--- src/rtl/kaes_pkg.sv ---
package kaes_pkg;

  localparam int unsigned TimeW    = 32;
  localparam int unsigned KeyW     = 8;
  localparam int unsigned AngleW   = 8;
  localparam int unsigned CmpW     = 16;
  localparam int unsigned DebW     = 16;
  localparam int unsigned PulseW   = 15;
  localparam int unsigned CfgIdxW  = 2;
  localparam int unsigned CfgDataW = 16;
  localparam int unsigned InDataW  = 40;
  localparam int unsigned OutDataW = 40;

  localparam logic [KeyW-1:0]   KEY_HASH  = 8'd35;
  localparam logic [KeyW-1:0]   DIGIT_0   = 8'd48;
  localparam logic [KeyW-1:0]   DIGIT_9   = 8'd57;
  localparam logic [AngleW-1:0] ANGLE_MAX = 8'd180;
  // parse saturation: any partial value above this becomes too big for 180
  localparam logic [AngleW-1:0] PARSE_SAT_LIMIT = 8'd18;
  localparam logic [AngleW-1:0] PARSE_SAT_VALUE = 8'd181;

  // x / 180 == (x >> 2) / 45, and y / 45 == (y * RECIP_45) >> 27 for y < 2^21
  localparam int unsigned        RecipShift = 27;
  localparam logic [21:0]        RECIP_45   = 22'd2982617;
  localparam int unsigned        RecipHalfW = 11;

  typedef enum logic [CfgIdxW-1:0] {
    CFG_DEBOUNCE = 2'd0,
    CFG_OFFSET   = 2'd1,
    CFG_SPAN     = 2'd2
  } cfg_idx_e;

  typedef enum logic [7:0] {
    ST_IDLE  = 8'b0000_0001,
    ST_CHECK = 8'b0000_0010,
    ST_EVAL  = 8'b0000_0100,
    ST_MUL   = 8'b0000_1000,
    ST_DLO   = 8'b0001_0000,
    ST_DHI   = 8'b0010_0000,
    ST_SUM   = 8'b0100_0000,
    ST_EMIT  = 8'b1000_0000
  } ctrl_state_e;

  typedef struct packed {
    logic load;
    logic check;
    logic eval;
    logic mul;
    logic div_lo;
    logic div_hi;
    logic sum;
    logic emit;
  } dp_cmd_t;

  typedef struct packed {
    logic upd_req;
    logic out_free;
  } dp_sts_t;

  // 4x4 keypad map, row r and column c
  function automatic logic [KeyW-1:0] key_lookup(input logic [1:0] r, input logic [1:0] c);
    logic [KeyW-1:0] k;
    k = 8'd0;
    unique case ({r, c})
      4'h0: k = 8'd68;
      4'h1: k = 8'd67;
      4'h2: k = 8'd66;
      4'h3: k = 8'd65;
      4'h4: k = 8'd35;
      4'h5: k = 8'd57;
      4'h6: k = 8'd54;
      4'h7: k = 8'd51;
      4'h8: k = 8'd48;
      4'h9: k = 8'd56;
      4'hA: k = 8'd53;
      4'hB: k = 8'd50;
      4'hC: k = 8'd42;
      4'hD: k = 8'd55;
      4'hE: k = 8'd52;
      4'hF: k = 8'd49;
      default: k = 8'd0;
    endcase
    return k;
  endfunction

endpackage

--- src/rtl/kaes_ctrl.sv ---
module kaes_ctrl
  import kaes_pkg::*;
(
  input  logic    clk_i,
  input  logic    rst_ni,
  input  logic    in_valid_i,
  output logic    in_ready_o,
  input  dp_sts_t sts_i,
  output dp_cmd_t cmd_o
);

  ctrl_state_e state_q, state_d;

  always_ff @(posedge clk_i or negedge rst_ni) begin
    if (!rst_ni) begin
      state_q <= ST_IDLE;
    end else begin
      state_q <= state_d;
    end
  end

  always_comb begin
    state_d    = state_q;
    cmd_o      = '0;
    in_ready_o = 1'b0;
    unique case (state_q)
      ST_IDLE: begin
        in_ready_o = 1'b1;
        cmd_o.load = in_valid_i;
        if (in_valid_i) state_d = ST_CHECK;
      end
      ST_CHECK: begin
        cmd_o.check = 1'b1;
        state_d     = ST_EVAL;
      end
      ST_EVAL: begin
        cmd_o.eval = 1'b1;
        state_d    = sts_i.upd_req ? ST_MUL : ST_EMIT;
      end
      ST_MUL: begin
        cmd_o.mul = 1'b1;
        state_d   = ST_DLO;
      end
      ST_DLO: begin
        cmd_o.div_lo = 1'b1;
        state_d      = ST_DHI;
      end
      ST_DHI: begin
        cmd_o.div_hi = 1'b1;
        state_d      = ST_SUM;
      end
      ST_SUM: begin
        cmd_o.sum = 1'b1;
        state_d   = ST_EMIT;
      end
      ST_EMIT: begin
        cmd_o.emit = sts_i.out_free;
        if (sts_i.out_free) state_d = ST_IDLE;
      end
      default: state_d = ST_IDLE;
    endcase
  end

  // a completed entry always runs through the scaling steps
  a_upd_goes_mul: assert property (@(posedge clk_i) disable iff (!rst_ni)
    (state_q == ST_EVAL && sts_i.upd_req) |=> (state_q == ST_MUL))
    else $error("entry completion skipped scaling");

  a_emit_waits: assert property (@(posedge clk_i) disable iff (!rst_ni)
    (state_q == ST_EMIT && !sts_i.out_free) |=> (state_q == ST_EMIT))
    else $error("result dropped while output busy");

  a_ready_idle_only: assert property (@(posedge clk_i) disable iff (!rst_ni)
    (state_q == ST_CHECK || state_q == ST_MUL) |-> !in_ready_o)
    else $error("input taken mid item");

endmodule

--- src/rtl/kaes_dp.sv ---
module kaes_dp
  import kaes_pkg::*;
#(
  parameter int unsigned ENTRY_LENGTH = 3
) (
  input  logic                clk_i,
  input  logic                rst_ni,
  input  logic                cfg_we_i,
  input  logic [CfgIdxW-1:0]  cfg_idx_i,
  input  logic [CfgDataW-1:0] cfg_wdata_i,
  input  logic [TimeW-1:0]    time_ms_i,
  input  logic [1:0]          column_i,
  input  logic [3:0]          row_sense_i,
  input  dp_cmd_t             cmd_i,
  output dp_sts_t             sts_o,
  output logic                out_valid_o,
  input  logic                out_ready_i,
  output logic                accepted_o,
  output logic [KeyW-1:0]     key_code_o,
  output logic [1:0]          keys_held_o,
  output logic                servo_updated_o,
  output logic [AngleW-1:0]   angle_o,
  output logic [CmpW-1:0]     compare_value_o
);

  localparam int unsigned CntRawW = $clog2(ENTRY_LENGTH + 1);
  localparam int unsigned CntW    = (CntRawW > 2) ? CntRawW : 2;
  localparam logic [CntW-1:0] CntFull = CntW'(ENTRY_LENGTH);

  // configuration
  logic [DebW-1:0]   debounce_q;
  logic [PulseW-1:0] offset_q, span_q;

  // item registers
  logic [TimeW-1:0] time_q;
  logic [1:0]       col_q;
  logic [3:0]       rows_q;
  logic             accept_q, upd_q;

  // held state
  logic [TimeW-1:0]  last_time_q;
  logic [KeyW-1:0]   last_key_q;
  logic [KeyW-1:0]   chars_q [ENTRY_LENGTH];
  logic [CntW-1:0]   count_q;
  logic [AngleW-1:0] angle_q;
  logic [CmpW-1:0]   compare_q;

  // scaling
  logic [22:0] prod_q;
  logic [31:0] plo_q;
  logic [42:0] mac_q;
  logic [20:0] quarter;

  // output word
  logic              out_valid_q;
  logic              out_acc_q, out_upd_q;
  logic [KeyW-1:0]   out_key_q;
  logic [1:0]        out_held_q;
  logic [AngleW-1:0] out_angle_q;
  logic [CmpW-1:0]   out_cmp_q;

  // combinational evaluation
  logic [TimeW-1:0]  gap;
  logic [KeyW-1:0]   key_next;
  logic [KeyW-1:0]   chars_next [ENTRY_LENGTH];
  logic [CntW-1:0]   count_next;
  logic [AngleW-1:0] parse_v;
  logic              parse_stop;
  logic [AngleW-1:0] angle_next;
  logic              upd_req;

  always_ff @(posedge clk_i or negedge rst_ni) begin
    if (!rst_ni) begin
      debounce_q <= 16'd10;
      offset_q   <= 15'd250;
      span_q     <= 15'd999;
    end else if (cfg_we_i) begin
      unique case (cfg_idx_i)
        CFG_DEBOUNCE: debounce_q <= cfg_wdata_i;
        CFG_OFFSET:   offset_q   <= cfg_wdata_i[PulseW-1:0];
        CFG_SPAN:     span_q     <= cfg_wdata_i[PulseW-1:0];
        default: ;
      endcase
    end
  end

  assign gap = time_q - last_time_q;

  always_comb begin
    key_next = last_key_q;
    for (int r = 0; r < 4; r++) begin
      if (rows_q[r]) key_next = key_lookup(2'(r), col_q);
    end
    count_next = count_q;
    for (int i = 0; i < ENTRY_LENGTH; i++) begin
      chars_next[i] = chars_q[i];
      if (count_q == CntW'(i)) chars_next[i] = key_next;
    end
    if (count_q < CntFull) count_next = count_q + CntW'(1);

    // leading digits, saturated once the value cannot come back under 180
    parse_v    = '0;
    parse_stop = 1'b0;
    for (int i = 0; i < ENTRY_LENGTH; i++) begin
      if (!parse_stop) begin
        if (chars_next[i] >= DIGIT_0 && chars_next[i] <= DIGIT_9) begin
          if (parse_v > PARSE_SAT_LIMIT) parse_v = PARSE_SAT_VALUE;
          else parse_v = 8'(parse_v * 8'd10) + 8'(chars_next[i] - DIGIT_0);
        end else begin
          parse_stop = 1'b1;
        end
      end
    end
    angle_next = (parse_v > ANGLE_MAX) ? ANGLE_MAX : parse_v;
    upd_req    = accept_q && (count_next == CntFull) && (key_next == KEY_HASH);
  end

  assign quarter = prod_q[22:2];

  always_ff @(posedge clk_i) begin
    if (cmd_i.load) begin
      time_q <= time_ms_i;
      col_q  <= column_i;
      rows_q <= row_sense_i;
    end
    if (cmd_i.mul)    prod_q <= {15'd0, angle_q} * {8'd0, span_q};
    if (cmd_i.div_lo) plo_q  <= {11'd0, quarter} * {21'd0, RECIP_45[RecipHalfW-1:0]};
    if (cmd_i.div_hi) begin
      mac_q <= (({22'd0, quarter} * {32'd0, RECIP_45[21:RecipHalfW]}) << RecipHalfW)
               + {11'd0, plo_q};
    end
    if (cmd_i.emit) begin
      out_acc_q   <= accept_q;
      out_upd_q   <= upd_q;
      out_key_q   <= last_key_q;
      out_held_q  <= count_q[1:0];
      out_angle_q <= angle_q;
      out_cmp_q   <= compare_q;
    end
  end

  always_ff @(posedge clk_i or negedge rst_ni) begin
    if (!rst_ni) begin
      accept_q    <= 1'b0;
      upd_q       <= 1'b0;
      last_time_q <= '0;
      last_key_q  <= '0;
      count_q     <= '0;
      angle_q     <= '0;
      compare_q   <= '0;
      out_valid_q <= 1'b0;
      for (int i = 0; i < ENTRY_LENGTH; i++) chars_q[i] <= '0;
    end else begin
      if (cmd_i.check) accept_q <= gap > {16'd0, debounce_q};
      if (cmd_i.eval) begin
        upd_q <= upd_req;
        if (accept_q) begin
          last_time_q <= time_q;
          last_key_q  <= key_next;
          if (upd_req) begin
            angle_q <= angle_next;
            count_q <= '0;
            for (int i = 0; i < ENTRY_LENGTH; i++) chars_q[i] <= '0;
          end else begin
            count_q <= count_next;
            for (int i = 0; i < ENTRY_LENGTH; i++) chars_q[i] <= chars_next[i];
          end
        end
      end
      if (cmd_i.sum) compare_q <= {1'b0, offset_q} + {1'b0, mac_q[RecipShift+14:RecipShift]};
      if (cmd_i.emit) out_valid_q <= 1'b1;
      else if (out_ready_i) out_valid_q <= 1'b0;
    end
  end

  assign sts_o.upd_req  = upd_req;
  assign sts_o.out_free = !out_valid_q || out_ready_i;

  assign out_valid_o     = out_valid_q;
  assign accepted_o      = out_acc_q;
  assign key_code_o      = out_key_q;
  assign keys_held_o     = out_held_q;
  assign servo_updated_o = out_upd_q;
  assign angle_o         = out_angle_q;
  assign compare_value_o = out_cmp_q;

  a_upd_needs_acc: assert property (@(posedge clk_i) disable iff (!rst_ni)
    out_valid_q |-> (!out_upd_q || out_acc_q))
    else $error("servo update without accepted event");

  a_angle_range: assert property (@(posedge clk_i) disable iff (!rst_ni)
    angle_q <= ANGLE_MAX)
    else $error("held angle above limit");

  a_count_range: assert property (@(posedge clk_i) disable iff (!rst_ni)
    count_q <= CntFull)
    else $error("entry count overrun");

  a_reject_keeps_time: assert property (@(posedge clk_i) disable iff (!rst_ni)
    (cmd_i.eval && !accept_q) |=> $stable(last_time_q))
    else $error("rejected event changed timestamp");

endmodule

--- src/rtl/keypad_angle_entry_servo.sv ---
// channel   dir  handshake                        payload
// s_axis    in   s_axis_tvalid_i/s_axis_tready_o  time_ms, column, row_sense
// m_axis    out  m_axis_tvalid_o/m_axis_tready_i  accepted, key_code, keys_held,
//                                                 servo_updated, angle, compare_value
// cfg       in   cfg_we_i (no back-pressure)      0 debounce_ms, 1 pulse_offset, 2 pulse_span
//
// one event at a time: a plain event steps through check, evaluate and emit; a
// completed entry adds the angle*span product, two reciprocal partial products
// for the /180 and the offset add, all set by the single sequencer
// a new event is taken as soon as the previous result sits in the output register
// reset is asynchronous, active low; state, config and held registers reset at once
// a stalled output holds the sequencer in its final step until the word is taken
module keypad_angle_entry_servo
  import kaes_pkg::*;
#(
  parameter int unsigned ENTRY_LENGTH = 3
) (
  input  logic                clk_i,
  input  logic                rst_ni,
  input  logic                s_axis_tvalid_i,
  output logic                s_axis_tready_o,
  // [31:0] time_ms, [33:32] column, [37:34] row_sense, [39:38] zero
  input  logic [InDataW-1:0]  s_axis_tdata_i,
  output logic                m_axis_tvalid_o,
  input  logic                m_axis_tready_i,
  // [0] accepted, [8:1] key_code, [10:9] keys_held, [11] servo_updated,
  // [19:12] angle, [35:20] compare_value, [39:36] zero
  output logic [OutDataW-1:0] m_axis_tdata_o,
  input  logic                cfg_we_i,
  input  logic [CfgIdxW-1:0]  cfg_idx_i,
  input  logic [CfgDataW-1:0] cfg_wdata_i
);

  dp_cmd_t           cmd;
  dp_sts_t           sts;
  logic              accepted, servo_updated;
  logic [KeyW-1:0]   key_code;
  logic [1:0]        keys_held;
  logic [AngleW-1:0] angle;
  logic [CmpW-1:0]   compare_value;

  kaes_ctrl u_ctrl (
    .clk_i      (clk_i),
    .rst_ni     (rst_ni),
    .in_valid_i (s_axis_tvalid_i),
    .in_ready_o (s_axis_tready_o),
    .sts_i      (sts),
    .cmd_o      (cmd)
  );

  kaes_dp #(
    .ENTRY_LENGTH (ENTRY_LENGTH)
  ) u_dp (
    .clk_i           (clk_i),
    .rst_ni          (rst_ni),
    .cfg_we_i        (cfg_we_i),
    .cfg_idx_i       (cfg_idx_i),
    .cfg_wdata_i     (cfg_wdata_i),
    .time_ms_i       (s_axis_tdata_i[31:0]),
    .column_i        (s_axis_tdata_i[33:32]),
    .row_sense_i     (s_axis_tdata_i[37:34]),
    .cmd_i           (cmd),
    .sts_o           (sts),
    .out_valid_o     (m_axis_tvalid_o),
    .out_ready_i     (m_axis_tready_i),
    .accepted_o      (accepted),
    .key_code_o      (key_code),
    .keys_held_o     (keys_held),
    .servo_updated_o (servo_updated),
    .angle_o         (angle),
    .compare_value_o (compare_value)
  );

  assign m_axis_tdata_o = {4'd0, compare_value, angle, servo_updated, keys_held,
                           key_code, accepted};

endmodule

--- config.mk ---
export PLATFORM = sky130hd
export DESIGN_NAME = keypad_angle_entry_servo
export DESIGN_NICKNAME = d
export VERILOG_FILES = /design/src/rtl/kaes_pkg.sv /design/src/rtl/kaes_ctrl.sv /design/src/rtl/kaes_dp.sv /design/src/rtl/keypad_angle_entry_servo.sv
export SDC_FILE = /design/constraint.sdc
export NUM_CORES = 1
export LEC_CHECK = 0
export BUFFER_PORTS_ARGS = -buffer_cell sky130_fd_sc_hd__buf_2
export CAP_MARGIN = 20
export CORE_ASPECT_RATIO = 1.2
export CORE_MARGIN = 2
export CORE_UTILIZATION = 45
export DETAILED_ROUTE_END_ITERATION = 16
export REMOVE_ABC_BUFFERS = 1
export SKIP_LAST_GASP = 1
export SYNTH_ARGS = -nofsm -noshare
export SYNTH_HDL_FRONTEND = slang
export SYNTH_SLANG_ARGS = --single-unit
--- constraint.sdc ---
create_clock -name clk_i -period 9.2 [get_ports clk_i]
set_clock_uncertainty 0.05 [all_clocks]
set_input_delay 0.92 -clock clk_i [delete_from_list [all_inputs] [get_ports clk_i]]
set_output_delay 0.92 -clock clk_i [all_outputs]
set_load 0.005 [all_outputs]
* Word-level counts from Yosys, hierarchy flattened
Cells that the tools add are included.
Word-level totals: output and inout port bits 42, logic and storage cells 128, input port bits 63, flip-flop bits (word level) 317
Operators by class: equal/unequal tests 19, $lt $le $gt $ge 11, reduce and logical (&&, ||, !) cells 17, $mul 5, muxes and demuxes 40, $add $sub $neg 9
Operator list (number):
- $mux W8 | 18
- $pmux W8 S4 | 4
- $pmux W8 S8 | 1
- $add A42 B31 Y42 | 1
- $gt A32 B16 Y1 | 1
- $sub A32 B32 Y32 | 1
- $mul A21 B10 Y31 const B | 1
- $mul A21 B7 Y27 const B | 1
- $ge A8 B6 Y1 const B | 3
- $le A8 B6 Y1 const B | 3
- $mux W24 | 1
- $sub A8 B6 Y8 const B | 3
- $mul A8 B15 Y23 | 1
- $add A15 B15 Y16 | 1
- $add A8 B8 Y8 | 2
- $eq A8 B6 Y1 const B | 2
- $gt A8 B5 Y1 const B | 2
- $mul A8 B3 Y7 const B | 2
- $mux W1 | 14
- $eq A2 B2 Y1 const B | 5
- $reduce_and A2 Y1 | 5
- $eq A8 B1 Y1 const B | 1
- $eq A8 B2 Y1 const B | 1
- $eq A8 B3 Y1 const B | 1
- other kinds (17) | 26

* Logic depth before layout (Yosys ltp)
Gate-level depths: netlist of the first run.
word-level depth 22, mapped depth 36, mapped depth without buffers 34

* Hierarchy
A second synthesis of the first run with hierarchy kept.
Unflattened totals: cells, all modules 2322, area total of the unflattened synthesis 23490.0 µm²
Modules (own cells, without submodules):
- kaes_dp | area each 22943.3 µm², cells each 2268, sequential area each 7282.0 µm², instances 1
- kaes_ctrl | area each 498.0 µm², cells each 47, sequential area each 201.4 µm², instances 1
- keypad_angle_entry_servo | area each 48.8 µm², cells each 7, sequential area each 0.0 µm², instances 1

* Least setup slack after synthesis of the first run
Ideal clock, no wire load.
kind flip-flop to flip-flop, start reg u_dp.rows_q[3], end reg u_dp.angle_q[2], stages on the path, launching flop included 30, path buffers 1, data required time 9.025 ns, arrival 6.665 ns, period minus slack after synthesis 6.840 ns, library setup time 0.125 ns, setup slack 2.360 ns, cells stage by stage edfxtp_1 clkbuf_1 o21ai_0 nand2_1 o21ai_1 ha_1 o311ai_0 o31ai_2 nand2_1 mux2i_1 fa_1 ha_1 ha_1 xnor2_1 nor2_1 nor2_1 o21a_1 ha_1 ha_1 xnor2_1 ha_1 inv_1 ha_1 a21oi_1 xnor2_1 xnor2_1 nand3_1 o211ai_2 o21bai_1 mux2_4
Between the ends: longest elaborated chain between the ends 17, elaborated cells between the ends (all ways) 37, those cells by class add/sub: 5; mul: 2; order compare: 9; eq/ne: 1; mux: 15; reduce/logical: 5
Ends and longest elaborated chain:
- start, declared | line kaes_dp.sv:37 | logic [3:0] rows_q;
- start signal, assigned | line kaes_dp.sv:124 | rows_q <= row_sense_i;
- $mux W8 * | line kaes_dp.sv:92 | if (rows_q[r]) key_next = key_lookup(2'(r), col_q);
- $mux W8 | line kaes_dp.sv:97 | if (count_q == CntW'(i)) chars_next[i] = key_next;
- $ge A8 B6 Y1 or $le A8 B6 Y1 (tied branches) | line kaes_dp.sv:106 | if (chars_next[i] >= DIGIT_0 && chars_next[i] <= DIGIT_9) begin
- $logic_and A1 B1 Y1 | line kaes_dp.sv:106
- $mux W8 | line kaes_dp.sv:106
- $mul A8 B3 Y7 | line kaes_dp.sv:108 | else parse_v = 8'(parse_v * 8'd10) + 8'(chars_next[i] - DIGIT_0);
- $add A8 B8 Y8 | line kaes_dp.sv:108
- $mux W8 | line kaes_dp.sv:107 | if (parse_v > PARSE_SAT_LIMIT) parse_v = PARSE_SAT_VALUE;
- $mux W8 | line kaes_dp.sv:106
- $mux W8 | line kaes_dp.sv:105 | if (!parse_stop) begin
- $mul A8 B3 Y7 | line kaes_dp.sv:108
- $add A8 B8 Y8 | line kaes_dp.sv:108
- $mux W8 | line kaes_dp.sv:107
- $mux W8 | line kaes_dp.sv:106
- $mux W8 | line kaes_dp.sv:105
- $gt A8 B8 Y1 | line kaes_dp.sv:114 | angle_next = (parse_v > ANGLE_MAX) ? ANGLE_MAX : parse_v;
- $mux W8 | line kaes_dp.sv:114
- end signal, assigned | line kaes_dp.sv:161 | angle_q <= angle_next;
- end, declared | line kaes_dp.sv:45 | logic [AngleW-1:0] angle_q;
Every way passes the cells marked *; elsewhere a longest branch is shown, timed or not. A chain may end at the register's enable or synchronous reset.

* Worst setup path in the final report of the first run
start reg u_dp.rows_q[1], end reg u_dp.angle_q[5]
Between the ends: longest elaborated chain between the ends 19, elaborated cells between the ends (all ways) 39, those cells by class add/sub: 5; mul: 2; order compare: 9; eq/ne: 1; mux: 17; reduce/logical: 5
Ends and longest elaborated chain (line):
- $mux W8 * (3 in series) | kaes_dp.sv:92
- $mux W8 | kaes_dp.sv:97
- $ge A8 B6 Y1 or $le A8 B6 Y1 (tied branches) | kaes_dp.sv:106
- $logic_and A1 B1 Y1 | kaes_dp.sv:106
- $mux W8 | kaes_dp.sv:106
- $mul A8 B3 Y7 | kaes_dp.sv:108
- $add A8 B8 Y8 | kaes_dp.sv:108
- $mux W8 | kaes_dp.sv:107
- $mux W8 | kaes_dp.sv:106
- $mux W8 | kaes_dp.sv:105
- $mul A8 B3 Y7 | kaes_dp.sv:108
- $add A8 B8 Y8 | kaes_dp.sv:108
- $mux W8 | kaes_dp.sv:107
- $mux W8 | kaes_dp.sv:106
- $mux W8 | kaes_dp.sv:105
- $gt A8 B8 Y1 | kaes_dp.sv:114
- $mux W8 | kaes_dp.sv:114
Marks and branches as above.

==> results of run 1 <==
[flip-flops by register name, indices dropped and copies added (netlist names), 15 cells and up]
signal / cells
u_dp.last_time_q: 32
u_dp.time_q: 32
u_dp.chars_q: 24
u_dp.prod_q: 21
u_dp.compare_q: 16
u_dp.compare_value_o: 16
u_dp.debounce_q: 16
u_dp.plo_q: 16
u_dp.mac_q: 15
u_dp.offset_q: 15
u_dp.span_q: 15
[cell usage in the layout, fill, tap and decap left out, types with 97 or more instances in the layout]
master	n
o21ai_0	141
inv_1	299
a21oi_1	97
dfrtp_1	130
fa_1	187
nor2_1	103
nand2_1	243
edfxtp_1	126
buf_2	97
ha_1	270
[logic make-up (layout without fill, tap and decap cells)]
group | count (synthesis) | in the layout | synth area share
AO/OA/AOI/OAI | 458 | 458 | 0.126
XOR/XNOR | 107 | 107 | 0.0405
adder cells (fa/ha/maj) | 457 | 457 | 0.303
buffers and inverters | 361 | 466 | 0.0598
flip-flops | 273 | 273 | 0.319
multiplexers | 45 | 45 | 0.0214
other | 1 | 7 | 0.000160
AND/OR/NAND/NOR | 629 | 629 | 0.130
[per-layer routing]
metal	wire length (µm)	GRT usage
met2	27800	0.376
met1	23000	0.253
met5	71	0
met4	1460	0.0595
met3	2140	0.0288
[worst paths after layout]
check                                                from                            endpoint  slack, ns  depth (start not counted)
min reg2reg                u_dp.compare_q[11]$_DFFE_PN0P_  u_dp.compare_value_o[11]$_DFFE_PP_       0.40                          0
min                                                rst_ni    u_dp.last_time_q[17]$_DFFE_PN0P_       0.33                          1
max                              u_dp.rows_q[1]$_DFFE_PP_         u_dp.angle_q[5]$_DFFE_PN0P_       1.56                         31
min in group clk_i         u_dp.compare_q[11]$_DFFE_PN0P_  u_dp.compare_value_o[11]$_DFFE_PP_       0.40                          0
max in group asynchronous                          rst_ni              u_dp.upd_q$_DFFE_PN0N_       7.45                          2
max reg2reg                      u_dp.rows_q[1]$_DFFE_PP_         u_dp.angle_q[5]$_DFFE_PN0P_       1.56                         31
[final cells by class]
type                       count  area [µm²]  area share
antenna                        1        2.50   0.0000974
clock buffer                  36         773      0.0301
clock inverter                20         181     0.00706
inverter                     299        1120      0.0437
multi-input combinational   1702       14600       0.570
sequential                   273        7480       0.291
tap                          697         872      0.0339
timing repair buffer         111         614      0.0239
[per-stage QoR]
step | worst slack [ns] | utilization
final | 1.56 | 0.499
after CTS | 1.55 | 0.499
after floorplan | 2.30 | -
after global placement | 1.71 | 0.480
after global routing | 0.793 | 0.499
after detailed placement | 1.63 | 0.480
[power breakdown]
part / switching [mW] / internal, mW / leakage (nW)
logic: 2.74 / 2.15 / 8.44
registers: 0.163 / 1.67 / 3.04
clock network: 0.520 / 0.660 / 0.451
==> out/metrics.yaml, run 1 <==
rsz0062_at_grt: "no"
grt_pass1_wl_mm: 89.0
slew_headroom: 0.331
num_io_pins: 105
cts_tree: "yes"
crit_path_start_kind: "flop"
critPathBufInv: 2
root_buffer: "clkbuf_16"
status: "completed"
syn_area_um2: 23500
cts_setup_buffers: 0
first_pass_iters: 7
coreArea_um2: 51500
powerDensity_nw_per_um2: 308
slew_violations: 0
grt_pass1_vias: 17500
worstSetupEndpointType: "flop"
dp_cells: 3081
yosys_register_bits: 273
clock_sinks: 273
fin_tns_setup_ns: 0
die_x_um: 213
syn-mean-instance-area_um2: 10.1
setup_viol: 0
grt_usage: 0.206
postRouteAntennaNets: 0
die_h_um: 254
ys.flop_type: "dfrtp_1"
ir_worst_vdd_uv: 297
hold_class: "input pin to async pin"
synth.lib_cells_used.distinct: 87
gr-total-overflow: 0
drtIter0Drc: 680
area_delta_synth_final_pct: 9.42
hpwl_mm: 43.2
cts_hold_buf: 0
clkTransAtPathRegs_ns: 0.06
fin_cells: 3139
fmax_mhz: 131
drc: 0
dpl_cell_area_um2: 24700
cts_resized: 0
worstPathRequired_ns: 9.61
post-synth-top-area-cell: "edfxtp_1"
port_buffers: 98
power.total_mw: 7.91
cts-htree-levels: 1
vias: 16700
seq_area_frac_synth: 0.319
synth_common_cells: "inv_1 (299), ha_1 (270), nand2_1 (243), fa_1 (187), o21ai_0 (141)"
grt_max_degree: 94
fin_area_um2: 25700
hold_viol_final: 0
crit_family: "adder cells"
clk_path_buf_depth: 3
grt_antenna_before_repair: 5
wl_mm: 54.4
synthTopCellsByArea: "edfxtp_1 (16%), fa_1 (16%), ha_1 (14%), dfrtp_1 (14%), inv_1 (4.8%)"
synth_top_area_share: 0.161
wl_per_cell_um: 17.3
p_leak_nw: 11.9
insertion_delay_ns: 0.59
fp.dieArea_um2: 54000
tightest_slew_ns: 0.995
crit_top_cell: "ha_1"
synth_edf_count: 126
num-fill-cells: 4736
num_rows: 91
worstPathArrival_ns: 8.05
vias_per_cell: 5.33
start_util: 0.456
drv_cap: 0
place.gp.congestion: 0.909
worst_path_max_delay_cell: "edfxtp_1"
post-synth-top-count-cell: "inv_1"
drive_gt1_frac: 0.0967
fin_crit_ns: 7.64
tritoncts.num_buffers: 30
final_nets: 2937
fin_crit_sh: 0.830
async_flop_share: 0.538
yosysWarningCount: 0
crit_type: "flop to flop"
slowest_delay_ns: 0.57
cp_max_fo: 13
hold_ws_ns: 0.328
synthCells: 2331
Note: power is estimated with default switching activity, not from simulation.
==> inputs of run 2 (changes only) <==
==> constraint.sdc (replaced) <==
create_clock -name clk_i -period 6.95 [get_ports clk_i]
set_clock_uncertainty 0.05 [all_clocks]
set_input_delay 0.695 -clock clk_i [delete_from_list [all_inputs] [get_ports clk_i]]
set_output_delay 0.695 -clock clk_i [all_outputs]
set_load 0.005 [all_outputs]
==> run 2 against run 1 <==
Power increased by 36%. Die area unchanged. Clock power increased by 38%. Flip-flop and latch count unchanged. Sequential share of layout area decreased by 0.49 points. Critical path depth decreased by 1. Non-clock buffer count increased by 41. Sequential power increased by 30%. Global-route usage increased by 0.21 points. Critical path type unchanged.
==> out/metrics.yaml, run 2 (same netlist as run 1, synthesis figures left out) <==
area_delta_synth_final_pct: 11.3
grt_usage: 0.208  # +0.00214
worstPathArrival_ns: 7.05  # -1.00 ns
coreArea_um2: 51500  # unchanged
grt_antenna_before_repair: 6  # +1
drv_cap: 0  # unchanged
largest_registers: "u_dp.last_time_q (32), u_dp.time_q (32), u_dp.chars_q (24)"
root_buffer: "clkbuf_16"
drc: 0  # unchanged
grt_max_degree: 88  # -6.4%
fmax_mhz: 151  # +15%
power.total_mw: 10.8  # +36%
status: "completed"
cts_tree: "yes"
rr_startpoint: "u_dp.rows_q[3]$_DFFE_PP_"
final_common_cell: "inv_1"
port_buffers: 98  # unchanged
crit_path_start_kind: "flop"
wl_per_cell_um: 17.3  # -0.16%
p_leak_nw: 12.2  # +2.2%
slew_violations: 0  # unchanged
cts-htree-levels: 1  # unchanged
crit_top_cell: "ha_1"
postRouteAntennaNets: 0  # unchanged
num_rows: 91  # unchanged
crit_type: "flop to flop"
ff2ff_path_depth: 30  # -3.2%
tritoncts.num_buffers: 30  # unchanged
first_pass_iters: 5  # -2
drtIter0Drc: 691  # +1.6%
vias: 16900  # +1.1%
cts_hold_buf: 0  # unchanged
r2r-end: "u_dp.angle_q[2]$_DFFE_PN0P_"
slew_headroom: 0.306  # -0.0248
grt_pass1_wl_mm: 89.7  # +0.80%
fp.dieArea_um2: 54000  # unchanged
hold_class: "input pin to async pin"
fin_tns_setup_ns: 0  # unchanged
worst_path_max_delay_cell: "fa_1"
clk_path_buf_depth: 3  # unchanged
ir_worst_vdd_uv: 402  # +35%
final_cell_mix: "inv_1 (298), ha_1 (268), nand2_1 (243)"
cp_max_fo: 9  # -4
start_util: 0.456  # unchanged
clock_sinks: 273  # unchanged
die_x_um: 213  # unchanged
num_io_pins: 105  # unchanged
final_nets: 2978  # +1.4%
r2r_slack_ns: 0.32  # -1.24 ns
wl_mm: 55.0  # +1.1%
fin_crit_sh: 0.954  # +0.124
fin_crit_ns: 6.63  # -1.01 ns
critPathBufInv: 2  # unchanged
setup_viol: 0  # unchanged
die_h_um: 254  # unchanged
tightest_slew_ns: 1.04  # +0.0448 ns
slowest_delay_ns: 0.46  # -0.11 ns
drive_gt1_frac: 0.118  # +0.0214
clkTransAtPathRegs_ns: 0.06  # about the same
hpwl_mm: 43.9  # +1.7%
crit_family: "adder cells"
insertion_delay_ns: 0.60  # about the same
gr-total-overflow: 0  # unchanged
hold_ws_ns: 0.0870  # -0.241 ns
powerDensity_nw_per_um2: 412  # +34%
worstPathRequired_ns: 7.37  # -2.24 ns
place.gp.congestion: 0.909  # unchanged
worstSetupEndpointType: "flop"
grt_pass1_vias: 17400  # -0.50%
hold_viol_final: 0  # unchanged
vias_per_cell: 5.32  # -0.20%
## run 2: worst max-delay path by stage
stage / from / end / slack (ns) / cells after the start
finish: u_dp.rows_q[3]$_DFFE_PP_ / u_dp.angle_q[2]$_DFFE_PN0P_ / 0.32 / 30
global route: u_dp.rows_q[3]$_DFFE_PP_ / u_dp.angle_q[4]$_DFFE_PN0P_ / -0.05 / 33
CTS: u_dp.col_q[0]$_DFFE_PP_ / u_dp.angle_q[4]$_DFFE_PN0P_ / 0.1 / 31
global placement: u_dp.col_q[0]$_DFFE_PP_ / u_dp.angle_q[5]$_DFFE_PN0P_ / 0.23 / 31
detailed placement: u_dp.col_q[0]$_DFFE_PP_ / u_dp.angle_q[4]$_DFFE_PN0P_ / 0.16 / 31
floorplan: u_dp.rows_q[1]$_DFFE_PP_ / u_dp.angle_q[2]$_DFFE_PN0P_ / 0.05 / 29
## run 2: final cells by class
| class | count | area (µm²) |
|---|---|---|
| diodes | 1 | 2.50 |
| clock buffers | 45 | 910 |
| clock inverters | 11 | 115 |
| fillers | 4714 | 25300 |
| inverters | 299 | 1120 |
| multi-input cells | 1702 | 14700 |
| flip-flops and latches | 273 | 7480 |
| well taps | 697 | 872 |
| repair buffers | 152 | 902 |
## run 2: stage by stage
step           utilization  std cells  cell area (µm²)  setup slack (ns)
2_1_floorplan            -       2274            23200            0.0455
5_1_grt              0.508       3179            26100           -0.0489
3_5_place_dp         0.484       3107            24900             0.156
6_report             0.508       3180            26100             0.320
3_3_place_gp         0.484       3107            24900             0.226
4_1_cts              0.504       3163            25900            0.0957
## run 2: power breakdown
part           total (mW)  leakage, nW  internal [mW]  switching, mW
Combinational        6.74         8.64           3.00           3.73
Sequential           2.40         3.04           2.22          0.187
Clock                1.63        0.509          0.947          0.685
Total                10.8         12.2           6.17           4.61
## run 2: layer usage
layer / part of all wire / vias to the layer above / GRT usage
met3: 0.043 / 97 / 0.0307
met2: 0.51 / 307 / 0.377
met1: 0.42 / 8243 / 0.256
li1: - / 8247 / -
met5: 0.0011 / - / 0
met4: 0.028 / 10 / 0.0625
## run 2: repair_timing
action	in CTS	in global routing
setup buffers	0	16
resized for setup	0	17
endpoints found under the setup margin	0	11
==> inputs of run 3 (changes only) <==
--- a/config.mk
+++ b/config.mk
@@ -11,7 +11,6 @@
 export CORE_MARGIN = 2
 export CORE_UTILIZATION = 45
 export DETAILED_ROUTE_END_ITERATION = 16
-export REMOVE_ABC_BUFFERS = 1
 export SKIP_LAST_GASP = 1
 export SYNTH_ARGS = -nofsm -noshare
 export SYNTH_HDL_FRONTEND = slang
==> constraint.sdc (replaced) <==
create_clock -name clk_i -period 6.95 [get_ports clk_i]
set_clock_uncertainty 0.05 [all_clocks]
set_input_delay 1.39 -clock clk_i [delete_from_list [all_inputs] [get_ports clk_i]]
set_output_delay 1.39 -clock clk_i [all_outputs]
set_load 0.005 [all_outputs]
==> run 3 against run 2 <==
First-iteration DRC count rose by 9.3%. Power decreased by 1.2%. Fmax rose by 0.55%. Setup slack gained 0.036 ns. Critical path depth rose by 1. Final cell count is 0.22% lower. Flip-flop and latch count unchanged. Critical endpoint is now u_dp.angle_q[4]$_DFFE_PN0P_. Largest power group unchanged.
==> out/metrics.yaml, run 3 (same netlist as run 1, synthesis figures left out) <==
vias_per_cell: 5.31  # -0.18%
drv_cap: 0  # unchanged
dpl_cell_area_um2: 24900  # about the same
place.gp.congestion: 0.898  # -1.2%
num_io_pins: 105  # unchanged
num-fill-cells: 4817  # +2.2%
final_nets: 2969  # -0.30%
tightest_slew_ns: 1.03  # -0.0146 ns
cts_tree: "yes"
drive_gt1_frac: 0.115  # -0.00321
hpwl_mm: 43.3  # -1.4%
slew_violations: 0  # unchanged
cp_max_fo: 10  # +1
cts_hold_buf: 0  # unchanged
fin_crit_sh: 0.949  # -0.00519
port_buffers: 98  # unchanged
grt_antenna_before_repair: 6  # unchanged
top_layer: "met5"
num_rows: 91  # unchanged
hold_viol_final: 0  # unchanged
p_leak_nw: 12.1  # -0.72%
fin_crit_ns: 6.59  # -0.0361 ns
wl_met3_mm: 2.15  # -10%
area_delta_synth_final_pct: 10.8
setup_slack_ns: 0.356  # +0.0361 ns
worstPathRequired_ns: 7.35  # -0.02 ns
clkTransAtPathRegs_ns: 0.06  # about the same
register_area_um2: 7480  # unchanged
drt-met1-wl_mm: 22.4  # -2.8%
drc: 0  # unchanged
clock_sinks: 273  # unchanged
die_x_um: 213  # unchanged
grt_usage: 0.205  # -0.00280
multi_input_area_um2: 14800  # +0.23%
crit_path_start_kind: "flop"
final_common_cell: "inv_1"
met2WireLength_mm: 27.4  # -2.3%
gr-total-overflow: 0  # unchanged
worst_path_max_delay_cell: "fa_1"
start_util: 0.456  # unchanged
fin_area_um2: 26000  # -0.46%
grt_pass1_wl_mm: 88.7  # -1.1%
tritoncts.num_buffers: 30  # unchanged
status: "completed"
fmax_mhz: 152  # +0.55%
first_pass_iters: 5  # unchanged
worstSetupEndpointType: "flop"
fin_tns_setup_ns: 0  # unchanged
vias: 16800  # -0.40%
ir_worst_vdd_uv: 379  # -5.9%
grt_max_degree: 90  # +2.3%
postRouteAntennaNets: 0  # unchanged
coreArea_um2: 51500  # unchanged
insertion_delay_ns: 0.59  # about the same
grt_pass1_vias: 17600  # +1.4%
critPathBufInv: 6  # +4
crit_family: "adder cells"
fp.dieArea_um2: 54000  # unchanged
clk_path_buf_depth: 3  # unchanged
final_cell_mix: "inv_1 (298), ha_1 (267), nand2_1 (243)"
largest_registers: "u_dp.last_time_q (32), u_dp.time_q (32), u_dp.chars_q (24)"
crit_top_cell: "ha_1"
slew_headroom: 0.316  # +0.00974
worstPathArrival_ns: 7.00  # -0.05 ns
crit_type: "flop to flop"
setup_viol: 0  # unchanged
powerDensity_nw_per_um2: 409  # -0.74%
die_h_um: 254  # unchanged
wl_per_cell_um: 17.0  # -2.0%
wl_mm: 53.8  # -2.2%
hold_class: "flop to flop"
drtIter0Drc: 755  # +9.3%
slowest_delay_ns: 0.55  # +0.09 ns
cts-htree-levels: 1  # unchanged
root_buffer: "clkbuf_16"
power.total_mw: 10.6  # -1.2%
pre_cts_slack_ns: 0.0706  # -0.0855 ns
run 3: worst register-to-register path: cells and delay by family, from the launching register on:
kind                     cells  cell delay, ns
buffers and inverters        6            0.64
multiplexers                 1            0.21
AO/OA/AOI/OAI                7            1.36
XOR/XNOR                     3            0.48
AND/OR/NAND/NOR              7            1.15
flip-flops                   1            0.39
adder cells (fa/ha/maj)      7            2.21
run 3: power breakdown:
| part | leakage [nW] | internal [mW] | switching (mW) |
|---|---|---|---|
| Sequential | 3.04 | 2.22 | 0.191 |
| Combinational | 8.60 | 2.99 | 3.74 |
| Clock | 0.462 | 0.840 | 0.667 |
| Total | 12.1 | 6.04 | 4.60 |
run 3: through the flow:
step / utilization / hold slack, ns / cells
after floorplan: - / 0.369 / 2336
after global placement: 0.484 / 0.384 / 3104
after detailed placement: 0.484 / 0.380 / 3104
after CTS: 0.502 / 0.396 / 3160
after global routing: 0.506 / 0.401 / 3172
final: 0.506 / 0.394 / 3173
run 3: worst paths after layout:
path	start	endpoint	slack (ns)	cells after the start
setup / recovery	u_dp.rows_q[1]$_DFFE_PP_	u_dp.angle_q[4]$_DFFE_PN0P_	0.36	31
hold / removal	u_dp.compare_q[13]$_DFFE_PN0P_	u_dp.compare_value_o[13]$_DFFE_PP_	0.39	0
setup reg to reg	u_dp.rows_q[1]$_DFFE_PP_	u_dp.angle_q[4]$_DFFE_PN0P_	0.36	31
hold reg to reg	u_dp.compare_q[13]$_DFFE_PN0P_	u_dp.compare_value_o[13]$_DFFE_PP_	0.39	0
max in group asynchronous	rst_ni	u_dp.last_key_q[4]$_DFFE_PN0P_	4.74	2
min in group asynchronous	rst_ni	u_dp.last_time_q[18]$_DFFE_PN0P_	0.79	1
run 3: final cells by class:
| cell class | count | share of cell area |
|---|---|---|
| Multi-Input combinational cell | 1702 | 0.568 |
| Sequential cell | 273 | 0.288 |
| Inverter | 299 | 0.0431 |
| Tap cell | 697 | 0.0335 |
| Clock buffer | 44 | 0.0320 |
| Timing Repair Buffer | 143 | 0.0320 |
| Clock inverter | 12 | 0.00389 |
| Antenna cell | 3 | 0.000289 |
run 3: layer usage:
layer | GRT usage | up-vias
met1 | 0.249 | 8190
met2 | 0.371 | 300
met4 | 0.0721 | 6
met3 | 0.0300 | 106
met5 | 0 | -
li1 | - | 8235
run 3: what timing repair did:
item	in CTS	in global routing
setup buffers	0	10
gates resized for setup	0	23
setup endpoints to repair	0	12
